File: config.mk
export PLATFORM = sky130hd
export DESIGN_NAME = iso8601_timestamp_to_epoch_ns_top
export DESIGN_NICKNAME = d
export VERILOG_FILES = /design/src/isots_pkg.sv /design/src/iso8601_timestamp_to_epoch_ns_top.sv /design/src/isots_ctrl.sv /design/src/isots_dp.sv
export SDC_FILE = /design/constraint.sdc
export NUM_CORES = 2
export LEC_CHECK = 0
export ABC_AREA = 1
export BUFFER_PORTS_ARGS = -buffer_cell sky130_fd_sc_hd__buf_2
export CORE_ASPECT_RATIO = 0.7
export CORE_MARGIN = 4
export CORE_UTILIZATION = 40
export CTS_CLUSTER_SIZE = 14
export DETAILED_ROUTE_END_ITERATION = 7
export PLACE_DENSITY_LB_ADDON = 0.15
export SYNTH_ARGS = -nofsm -noshare
export SYNTH_HDL_FRONTEND = slang
export SYNTH_SLANG_ARGS = --single-unit
File: constraint.sdc
create_clock -name clk -period 23.3 [get_ports clk]
set_clock_uncertainty 0.1 [all_clocks]
set_input_delay 4.66 -clock clk [delete_from_list [all_inputs] [get_ports clk]]
set_output_delay 4.66 -clock clk [all_outputs]
set_load 0.01 [all_outputs]
File: src/isots_pkg.sv
`default_nettype none

package isots_pkg;

  // Default number of fraction digits kept
  localparam int FRAC_DIGITS_DEFAULT = 9;
  // Largest fraction digit count the scaling table supports
  localparam int MAX_FRAC_DIGITS     = 9;

  localparam int POS_W   = 5;
  localparam int YEAR_W  = 14;
  localparam int FIELD_W = 7;
  localparam int NANO_W  = 30;
  localparam int SEC_W   = 40;

  localparam logic [POS_W-1:0] DATE_LEN   = 5'd19;
  localparam logic [POS_W-1:0] POS_MAX    = 5'd31;
  localparam logic [POS_W-1:0] POS_DASH1  = 5'd4;
  localparam logic [POS_W-1:0] POS_DASH2  = 5'd7;
  localparam logic [POS_W-1:0] POS_T      = 5'd10;
  localparam logic [POS_W-1:0] POS_COLON1 = 5'd13;
  localparam logic [POS_W-1:0] POS_COLON2 = 5'd16;

  localparam logic [7:0] CH_DASH  = 8'h2D;
  localparam logic [7:0] CH_T     = 8'h54;
  localparam logic [7:0] CH_COLON = 8'h3A;
  localparam logic [7:0] CH_DOT   = 8'h2E;
  localparam logic [7:0] CH_ZERO  = 8'h30;
  localparam logic [7:0] CH_NINE  = 8'h39;

  // Register levels between the parser and the finished result
  localparam int CALC_STEPS = 7;
  localparam int STEP_W     = 3;

  typedef enum logic [2:0] {
    ST_RECV = 3'b001,
    ST_CALC = 3'b010,
    ST_DONE = 3'b100
  } state_t;

  typedef enum logic [1:0] {
    TAIL_DOT  = 2'd0,
    TAIL_FRAC = 2'd1,
    TAIL_SKIP = 2'd2
  } tail_t;

  typedef struct packed {
    logic take;
    logic clear;
    logic load_out;
  } cmd_t;

  function automatic logic [NANO_W-1:0] pow10(input logic [3:0] idx);
    logic [NANO_W-1:0] val;
    case (idx)
      4'd0:    val = 30'd1;
      4'd1:    val = 30'd10;
      4'd2:    val = 30'd100;
      4'd3:    val = 30'd1000;
      4'd4:    val = 30'd10000;
      4'd5:    val = 30'd100000;
      4'd6:    val = 30'd1000000;
      4'd7:    val = 30'd10000000;
      4'd8:    val = 30'd100000000;
      4'd9:    val = 30'd1000000000;
      default: val = 30'd1;
    endcase
    return val;
  endfunction

endpackage

`default_nettype wire

File: src/iso8601_timestamp_to_epoch_ns_top.sv
// ISO-8601 timestamp to signed nanoseconds since 1970-01-01T00:00:00.
//
// Input channel (s_axis): one text byte per beat. tdata carries the byte,
// tlast marks the final byte of a timestamp "YYYY-MM-DDTHH:MM:SS[.fff...]".
// Output channel (m_axis): one beat per timestamp, issued for the beat that
// carried tlast. tdata is the nanosecond count (wraps at 64 bits), tuser[0]
// is set when the text parsed; a short or malformed string gives 0 with
// tuser[0] clear. Up to FRACTION_DIGITS fraction digits are kept.
//
// Throughput: one byte per cycle while a string streams in. After the tlast
// beat the date arithmetic runs through a 7-step register chain before the
// result is loaded into the output register; s_axis_tready stays low until
// that load.
// Stall: the result waits in the output register; bytes of the next string
// are still taken, but its result leaves only once the previous one is taken.
// Reset (rst, synchronous): clears the parser, the controller and any
// pending output beat.
`default_nettype none

module iso8601_timestamp_to_epoch_ns_top #(
  parameter int FRACTION_DIGITS = isots_pkg::FRAC_DIGITS_DEFAULT
) (
  input  wire logic               clk,
  input  wire logic               rst,
  // Input beats
  input  wire logic               s_axis_tvalid,
  output logic                    s_axis_tready,
  input  wire logic [7:0]         s_axis_tdata,   // [7:0] char_code
  input  wire logic               s_axis_tlast,   // is_last
  // Result beats
  output logic                    m_axis_tvalid,
  input  wire logic               m_axis_tready,
  output logic signed [63:0]      m_axis_tdata,   // [63:0] epoch_ns
  output logic [0:0]              m_axis_tuser    // [0] valid_res
);

  isots_pkg::cmd_t cmd;
  logic            valid_res;

  // Sequencer: input handshake, arithmetic step count, output handshake
  isots_ctrl u_ctrl (
    .clk           (clk),
    .rst           (rst),
    .s_axis_tvalid (s_axis_tvalid),
    .s_axis_tlast  (s_axis_tlast),
    .s_axis_tready (s_axis_tready),
    .m_axis_tready (m_axis_tready),
    .m_axis_tvalid (m_axis_tvalid),
    .cmd           (cmd)
  );

  // Parser, date arithmetic chain and output register
  isots_dp #(
    .FRACTION_DIGITS (FRACTION_DIGITS)
  ) u_dp (
    .clk       (clk),
    .rst       (rst),
    .cmd       (cmd),
    .char_code (s_axis_tdata),
    .epoch_ns  (m_axis_tdata),
    .valid_res (valid_res)
  );

  assign m_axis_tuser = valid_res;

endmodule

`default_nettype wire

File: src/isots_ctrl.sv
`default_nettype none

module isots_ctrl (
  input  wire logic          clk,
  input  wire logic          rst,
  input  wire logic          s_axis_tvalid,
  input  wire logic          s_axis_tlast,
  output logic               s_axis_tready,
  input  wire logic          m_axis_tready,
  output logic               m_axis_tvalid,
  output isots_pkg::cmd_t    cmd
);

  isots_pkg::state_t               state, state_next;
  logic [isots_pkg::STEP_W-1:0]    step, step_next;
  logic                            beat;
  logic                            out_free;

  assign s_axis_tready = (state == isots_pkg::ST_RECV);
  assign beat          = s_axis_tvalid && s_axis_tready;
  assign out_free      = !m_axis_tvalid || m_axis_tready;

  always_comb begin
    cmd.take     = beat;
    cmd.load_out = (state == isots_pkg::ST_DONE) && out_free;
    cmd.clear    = cmd.load_out;
  end

  always_comb begin
    state_next = state;
    step_next  = step;
    unique case (state)
      isots_pkg::ST_RECV: begin
        if (beat && s_axis_tlast) begin
          state_next = isots_pkg::ST_CALC;
          step_next  = '0;
        end
      end
      isots_pkg::ST_CALC: begin
        if (step == isots_pkg::STEP_W'(isots_pkg::CALC_STEPS - 1)) begin
          state_next = isots_pkg::ST_DONE;
        end else begin
          step_next = step + 1'b1;
        end
      end
      isots_pkg::ST_DONE: begin
        if (out_free) begin
          state_next = isots_pkg::ST_RECV;
        end
      end
      default: begin
        state_next = isots_pkg::ST_RECV;
      end
    endcase
  end

  always_ff @(posedge clk) begin
    if (rst) begin
      state         <= isots_pkg::ST_RECV;
      step          <= '0;
      m_axis_tvalid <= 1'b0;
    end else begin
      state <= state_next;
      step  <= step_next;
      if (cmd.load_out) begin
        m_axis_tvalid <= 1'b1;
      end else if (m_axis_tready) begin
        m_axis_tvalid <= 1'b0;
      end
    end
  end

endmodule

`default_nettype wire

File: src/isots_dp.sv
`default_nettype none

module isots_dp #(
  parameter int FRACTION_DIGITS = isots_pkg::FRAC_DIGITS_DEFAULT
) (
  input  wire logic                   clk,
  input  wire logic                   rst,
  input  wire isots_pkg::cmd_t        cmd,
  input  wire logic [7:0]             char_code,
  output logic signed [63:0]          epoch_ns,
  output logic                        valid_res
);

  localparam int FracW = $clog2(10 ** FRACTION_DIGITS);
  localparam int CntW  = $clog2(FRACTION_DIGITS + 1);
  localparam int FW    = isots_pkg::FIELD_W;
  localparam int SW    = isots_pkg::SEC_W;

  // ---------------- character parser ----------------
  logic [isots_pkg::POS_W-1:0]  position, position_next;
  logic [isots_pkg::YEAR_W-1:0] year_acc, year_acc_next;
  logic [FW-1:0]                month_acc, month_acc_next;
  logic [FW-1:0]                day_acc, day_acc_next;
  logic [FW-1:0]                hour_acc, hour_acc_next;
  logic [FW-1:0]                minute_acc, minute_acc_next;
  logic [FW-1:0]                second_acc, second_acc_next;
  logic [FracW-1:0]             fraction_acc, fraction_acc_next;
  logic [CntW-1:0]              fraction_count, fraction_count_next;
  isots_pkg::tail_t             tail_phase, tail_phase_next;
  logic                         format_error, format_error_next;

  logic       is_dig;
  logic [3:0] dv;

  assign is_dig = (char_code >= isots_pkg::CH_ZERO) && (char_code <= isots_pkg::CH_NINE);
  assign dv     = is_dig ? char_code[3:0] : 4'd0;

  always_comb begin
    position_next       = position;
    year_acc_next       = year_acc;
    month_acc_next      = month_acc;
    day_acc_next        = day_acc;
    hour_acc_next       = hour_acc;
    minute_acc_next     = minute_acc;
    second_acc_next     = second_acc;
    fraction_acc_next   = fraction_acc;
    fraction_count_next = fraction_count;
    tail_phase_next     = tail_phase;
    format_error_next   = format_error;

    if (position < isots_pkg::DATE_LEN) begin
      if (position == isots_pkg::POS_DASH1 || position == isots_pkg::POS_DASH2) begin
        if (char_code != isots_pkg::CH_DASH) format_error_next = 1'b1;
      end else if (position == isots_pkg::POS_T) begin
        if (char_code != isots_pkg::CH_T) format_error_next = 1'b1;
      end else if (position == isots_pkg::POS_COLON1 ||
                   position == isots_pkg::POS_COLON2) begin
        if (char_code != isots_pkg::CH_COLON) format_error_next = 1'b1;
      end else if (!is_dig) begin
        format_error_next = 1'b1;
      end else if (position < isots_pkg::POS_DASH1) begin
        year_acc_next = isots_pkg::YEAR_W'(year_acc * 4'd10 + dv);
      end else if (position < isots_pkg::POS_DASH2) begin
        month_acc_next = FW'(month_acc * 4'd10 + dv);
      end else if (position < isots_pkg::POS_T) begin
        day_acc_next = FW'(day_acc * 4'd10 + dv);
      end else if (position < isots_pkg::POS_COLON1) begin
        hour_acc_next = FW'(hour_acc * 4'd10 + dv);
      end else if (position < isots_pkg::POS_COLON2) begin
        minute_acc_next = FW'(minute_acc * 4'd10 + dv);
      end else begin
        second_acc_next = FW'(second_acc * 4'd10 + dv);
      end
    end else if (tail_phase == isots_pkg::TAIL_DOT) begin
      tail_phase_next = (char_code == isots_pkg::CH_DOT) ? isots_pkg::TAIL_FRAC
                                                         : isots_pkg::TAIL_SKIP;
    end else if (tail_phase == isots_pkg::TAIL_FRAC) begin
      if (!is_dig) begin
        tail_phase_next = isots_pkg::TAIL_SKIP;
      end else if (fraction_count < CntW'(FRACTION_DIGITS)) begin
        fraction_acc_next   = FracW'(fraction_acc * 4'd10 + dv);
        fraction_count_next = fraction_count + 1'b1;
      end
    end

    if (position != isots_pkg::POS_MAX) position_next = position + 1'b1;
  end

  always_ff @(posedge clk) begin
    if (rst || cmd.clear) begin
      position       <= '0;
      year_acc       <= '0;
      month_acc      <= '0;
      day_acc        <= '0;
      hour_acc       <= '0;
      minute_acc     <= '0;
      second_acc     <= '0;
      fraction_acc   <= '0;
      fraction_count <= '0;
      tail_phase     <= isots_pkg::TAIL_DOT;
      format_error   <= 1'b0;
    end else if (cmd.take) begin
      position       <= position_next;
      year_acc       <= year_acc_next;
      month_acc      <= month_acc_next;
      day_acc        <= day_acc_next;
      hour_acc       <= hour_acc_next;
      minute_acc     <= minute_acc_next;
      second_acc     <= second_acc_next;
      fraction_acc   <= fraction_acc_next;
      fraction_count <= fraction_count_next;
      tail_phase     <= tail_phase_next;
      format_error   <= format_error_next;
    end
  end

  // ---------------- date arithmetic, one register level per step ----------------
  // Parser fields stay stable while the chain settles.

  // Step A: shift year for Jan/Feb, era = floor(y / 400), 153 * mp + 2, fraction scale
  logic                   m_le2;
  logic signed [14:0]     y_adj;
  logic [26:0]            era_prod;
  logic [FW-1:0]          mp;
  logic signed [5:0]      a_era;
  logic signed [14:0]     a_y;
  logic [13:0]            a_t153;
  logic [isots_pkg::NANO_W-1:0] a_nanos;

  assign m_le2    = (month_acc <= 7'd2);
  assign y_adj    = $signed({1'b0, year_acc}) - $signed({14'd0, m_le2});
  // y / 400 as y * 5243 >> 21, exact for y below 10000
  assign era_prod = 27'(y_adj[13:0]) * 27'(13'd5243);
  assign mp       = (month_acc > 7'd2) ? (month_acc - 7'd3) : (month_acc + 7'd9);

  always_ff @(posedge clk) begin
    a_era   <= y_adj[14] ? -6'sd1 : $signed({1'b0, era_prod[25:21]});
    a_y     <= y_adj;
    a_t153  <= 14'(mp) * 14'd153 + 14'd2;
    a_nanos <= isots_pkg::NANO_W'(fraction_acc *
               isots_pkg::pow10(4'(isots_pkg::MAX_FRAC_DIGITS) - 4'(fraction_count)));
  end

  // Step B: year of era, day of year, time of day in seconds
  logic signed [15:0]     yoe_full;
  logic [29:0]            q5_prod;
  logic signed [5:0]      b_era;
  logic [8:0]             b_yoe;
  logic signed [12:0]     b_doy;
  logic [18:0]            b_hms;
  logic [isots_pkg::NANO_W-1:0] b_nanos;

  assign yoe_full = $signed({a_y[14], a_y}) - $signed(a_era) * 16'sd400;
  // (153 * mp + 2) / 5 as x * 52429 >> 18
  assign q5_prod  = 30'(a_t153) * 30'(16'd52429);

  always_ff @(posedge clk) begin
    b_era   <= a_era;
    b_yoe   <= yoe_full[8:0];
    b_doy   <= $signed({1'b0, q5_prod[29:18]}) + $signed({6'd0, day_acc}) - 13'sd1;
    b_hms   <= 19'(hour_acc) * 19'd3600 + 19'(minute_acc) * 19'd60 + 19'(second_acc);
    b_nanos <= a_nanos;
  end

  // Step C: day of era and era offset
  logic [1:0]             yoe_d100;
  logic [17:0]            doe_u;
  logic signed [18:0]     c_doe;
  logic signed [23:0]     c_era_days;
  logic [18:0]            c_hms;
  logic [isots_pkg::NANO_W-1:0] c_nanos;

  always_comb begin
    if (b_yoe >= 9'd300)      yoe_d100 = 2'd3;
    else if (b_yoe >= 9'd200) yoe_d100 = 2'd2;
    else if (b_yoe >= 9'd100) yoe_d100 = 2'd1;
    else                      yoe_d100 = 2'd0;
  end

  assign doe_u = 18'(b_yoe) * 18'd365 + 18'(b_yoe[8:2]) - 18'(yoe_d100);

  always_ff @(posedge clk) begin
    c_doe      <= $signed({1'b0, doe_u}) + 19'(b_doy);
    c_era_days <= 24'(b_era) * 24'sd146097;
    c_hms      <= b_hms;
    c_nanos    <= b_nanos;
  end

  // Step D: days since 1970
  logic signed [23:0]     d_days;
  logic [18:0]            d_hms;
  logic [isots_pkg::NANO_W-1:0] d_nanos;

  always_ff @(posedge clk) begin
    d_days  <= c_era_days + 24'(c_doe) - 24'sd719468;
    d_hms   <= c_hms;
    d_nanos <= c_nanos;
  end

  // Step E: seconds since 1970
  logic signed [SW-1:0]   e_secs;
  logic [isots_pkg::NANO_W-1:0] e_nanos;

  always_ff @(posedge clk) begin
    e_secs  <= SW'(d_days) * SW'(86400) + SW'(d_hms);
    e_nanos <= d_nanos;
  end

  // Step F: seconds times 1e9, split into high and low 20-bit halves
  logic signed [50:0]     phi_full;
  logic [43:0]            f_phi;
  logic [49:0]            f_plo;
  logic [isots_pkg::NANO_W-1:0] f_nanos;

  assign phi_full = $signed(e_secs[SW-1:20]) * 31'sd1000000000;

  always_ff @(posedge clk) begin
    f_phi   <= phi_full[43:0];
    f_plo   <= 50'(e_secs[19:0]) * 50'(30'd1000000000);
    f_nanos <= e_nanos;
  end

  // Step G: recombine, wrapping at 64 bits
  logic [63:0]            g_ns;

  always_ff @(posedge clk) begin
    g_ns <= {f_phi, 20'd0} + 64'(f_plo) + 64'(f_nanos);
  end

  // ---------------- output register ----------------
  logic parse_ok;

  assign parse_ok = (position >= isots_pkg::DATE_LEN) && !format_error;

  always_ff @(posedge clk) begin
    if (cmd.load_out) begin
      epoch_ns  <= parse_ok ? $signed(g_ns) : 64'sd0;
      valid_res <= parse_ok;
    end
  end

endmodule

`default_nettype wire

==> reports/metrics.cfg <==
[logic_synthesis]
yosys_warnings=0
synth_flop_cell=dfxtp_1
synth_top_area_share_pct=25.1
synth.net_count=11316
ys_top_cells_by_area=fa_1, ha_1, dfxtp_1
yosysTopAreaCell=fa_1
netlist_instances=9023
ys_ff_latch=704
avgSynthCellArea_sq_um=8.68
syn_area_sq_um=78300
async_reset_ff_share_pct=0
synth_most_common_cell=inv_1
ys_top_cells_by_count=inv_1, ha_1, nand2_1
yosysUniqueCellTypes=60
synth-seq-area-share_pct=18.8
synth_edf_count=65

[cts]
cts_tree=done
cts-resized-gates=0
postCtsSetupBuffers=0
clkSinkCount=704
hold_buffers=0
h-tree-depth=3
clockRootBuffer=clkbuf_16
clk_latency_ps=720
cts_buffers=80
clk_pin_slew_worst_paths_ps=70
cts_buffer_depth=3

[finish]
drive_above_1_share_pct=3.95
nNetsFinal=11435
finalInstanceArea_sq_um=84900
area_growth_pct=8.39

[sta]
fin_crit_sh_pct=41.5
hold_violations=0
slew_headroom_pct=21.9
fin_ws_ps=13630
finalSetupTns_ps=0
finalSetupViolCount=0
min_period_ps=9670
rsz0062_at_grt=no
tightest_slew_ps=1170
fmax_ghz=0.103
drv_slew=0

[grt]
overflow=0
grt_max_degree=71
grt_pass1_wl_mm=329
antenna_found_initial=3
grt_pass1_vias=57903
grt.total_usage_pct=20.6

[critical_path]
cp_max_fo=24
cp-end-kind=flip-flop
cp.required_ps=23810
slowest_stage=nor3_1
crit_path_start_kind=flip-flop
crit_buf_inv=12
cp.arrival_ps=10180
crit_top_cell=inv_1
crit_family=adder cells
slowest_delay_ps=620
critical_path_class=flip-flop to flip-flop

[drt]
wirelength_mm=205
drc=0
routedWlPerCell_um=17.4
ant_nets=0
first_pass_iters=6
vias=56441
drt-vias-per-instance=4.78
drt_iter0_markers=3442

[placement]
place.gp.congestion=0.945
io_buffers=79
place_area_sq_um=82000
pre_cts_slack_ps=13690
place_hpwl_mm=176

[floorplanning]
die_y_um=378
rows=135
dieArea_sq_um=203000
die_w_um=537
start_util_pct=40.3
core_area_sq_um=194000
io_pins=80

[status]
status=completed

[min_path]
hold_class=flip-flop to flip-flop

[run]
cap_viol_max_count=0

[routing by layer]
layer | track usage (%) | share of wire (%) | wire, um
met5 | 0 | 0 | 0
met4 | 3.10 | 1.4 | 2900
met3 | 4.90 | 7.4 | 15100
met2 | 28.3 | 38 | 77800
met1 | 32.6 | 53 | 109000
[placed cells by master, fill, tap and decap left out, drive strengths merged, types with 121 or more instances in the layout]
cell type     n
inv        2259
ha         1298
nand2      1124
fa          982
nor2        705
dfxtp       639
a21oi       478
xor2        300
o21ai       283
nand3       256
xnor2       155
buf         121
[kinds of logic after synthesis]
group	after synthesis	synth area share [%]
and+or+nand+nor	2312	12.4
xor gates and xnor gates	455	5.15
buffers and inverters	2342	11.2
DFF	704	18.8
AOI/OAI and AO/OA	930	6.52
adders and majority gates	2280	45.9
[worst paths after layout]
kind                                from               end  slack [ps]  cells after the start
setup / recovery  u_dp.fraction_count[1]  u_dp.a_nanos[29]       13630                     33
hold / removal             u_dp.b_hms[0]     u_dp.c_hms[0]         150                      0
setup reg to reg  u_dp.fraction_count[1]  u_dp.a_nanos[29]       13630                     33
hold reg to reg            u_dp.b_hms[0]     u_dp.c_hms[0]         150                      0
[worst reg2reg max path: cells and delay by family (launching register included)]
kind | cells | cell delay (ps)
buffers and inverters | 12 | 2040
and+or+nand+nor | 10 | 2150
adders and majority gates | 10 | 4780
AOI/OAI and AO/OA | 1 | 100
DFF | 1 | 480
[state kept, by name (all words and copies together), names as in the netlist, 24 cells and up]
register and cells:
u_dp.f_nanos 30, u_dp.d_nanos 30, u_dp.b_nanos 30, u_dp.fraction_acc 30, u_dp.f_plo 41, u_dp.c_nanos 30, u_dp.e_nanos 30, u_dp.a_nanos 30
u_dp.e_secs 40, u_dp.d_days 24, u_dp.epoch_ns 64, u_dp.c_era_days 24, u_dp.g_ns 64, u_dp.f_phi 35
[metrics by stage]
stage               utilization, %  cells  hold slack (ps)
floorplan                        -   9023              210
global placement              42.2  11663              210
detailed placement            42.2  11663              212
CTS                           43.7  11811              131
global route                  43.7  11812              144
finish                        43.7  11812              147
[area by class of cell]
class | instances | area (sq um)
tap | 2603 | 3260
clock inverter | 45 | 706
inverter | 2258 | 8480
timing repair buffer | 121 | 711
multi-input combinational | 5977 | 54800
antenna | 1 | 2.50
clock buffer | 103 | 2190
fill | 19275 | 109000
sequential | 704 | 14700
Power is not shown: default switching activity piles up to over one toggle a cycle in this logic, so the estimate is an artifact.
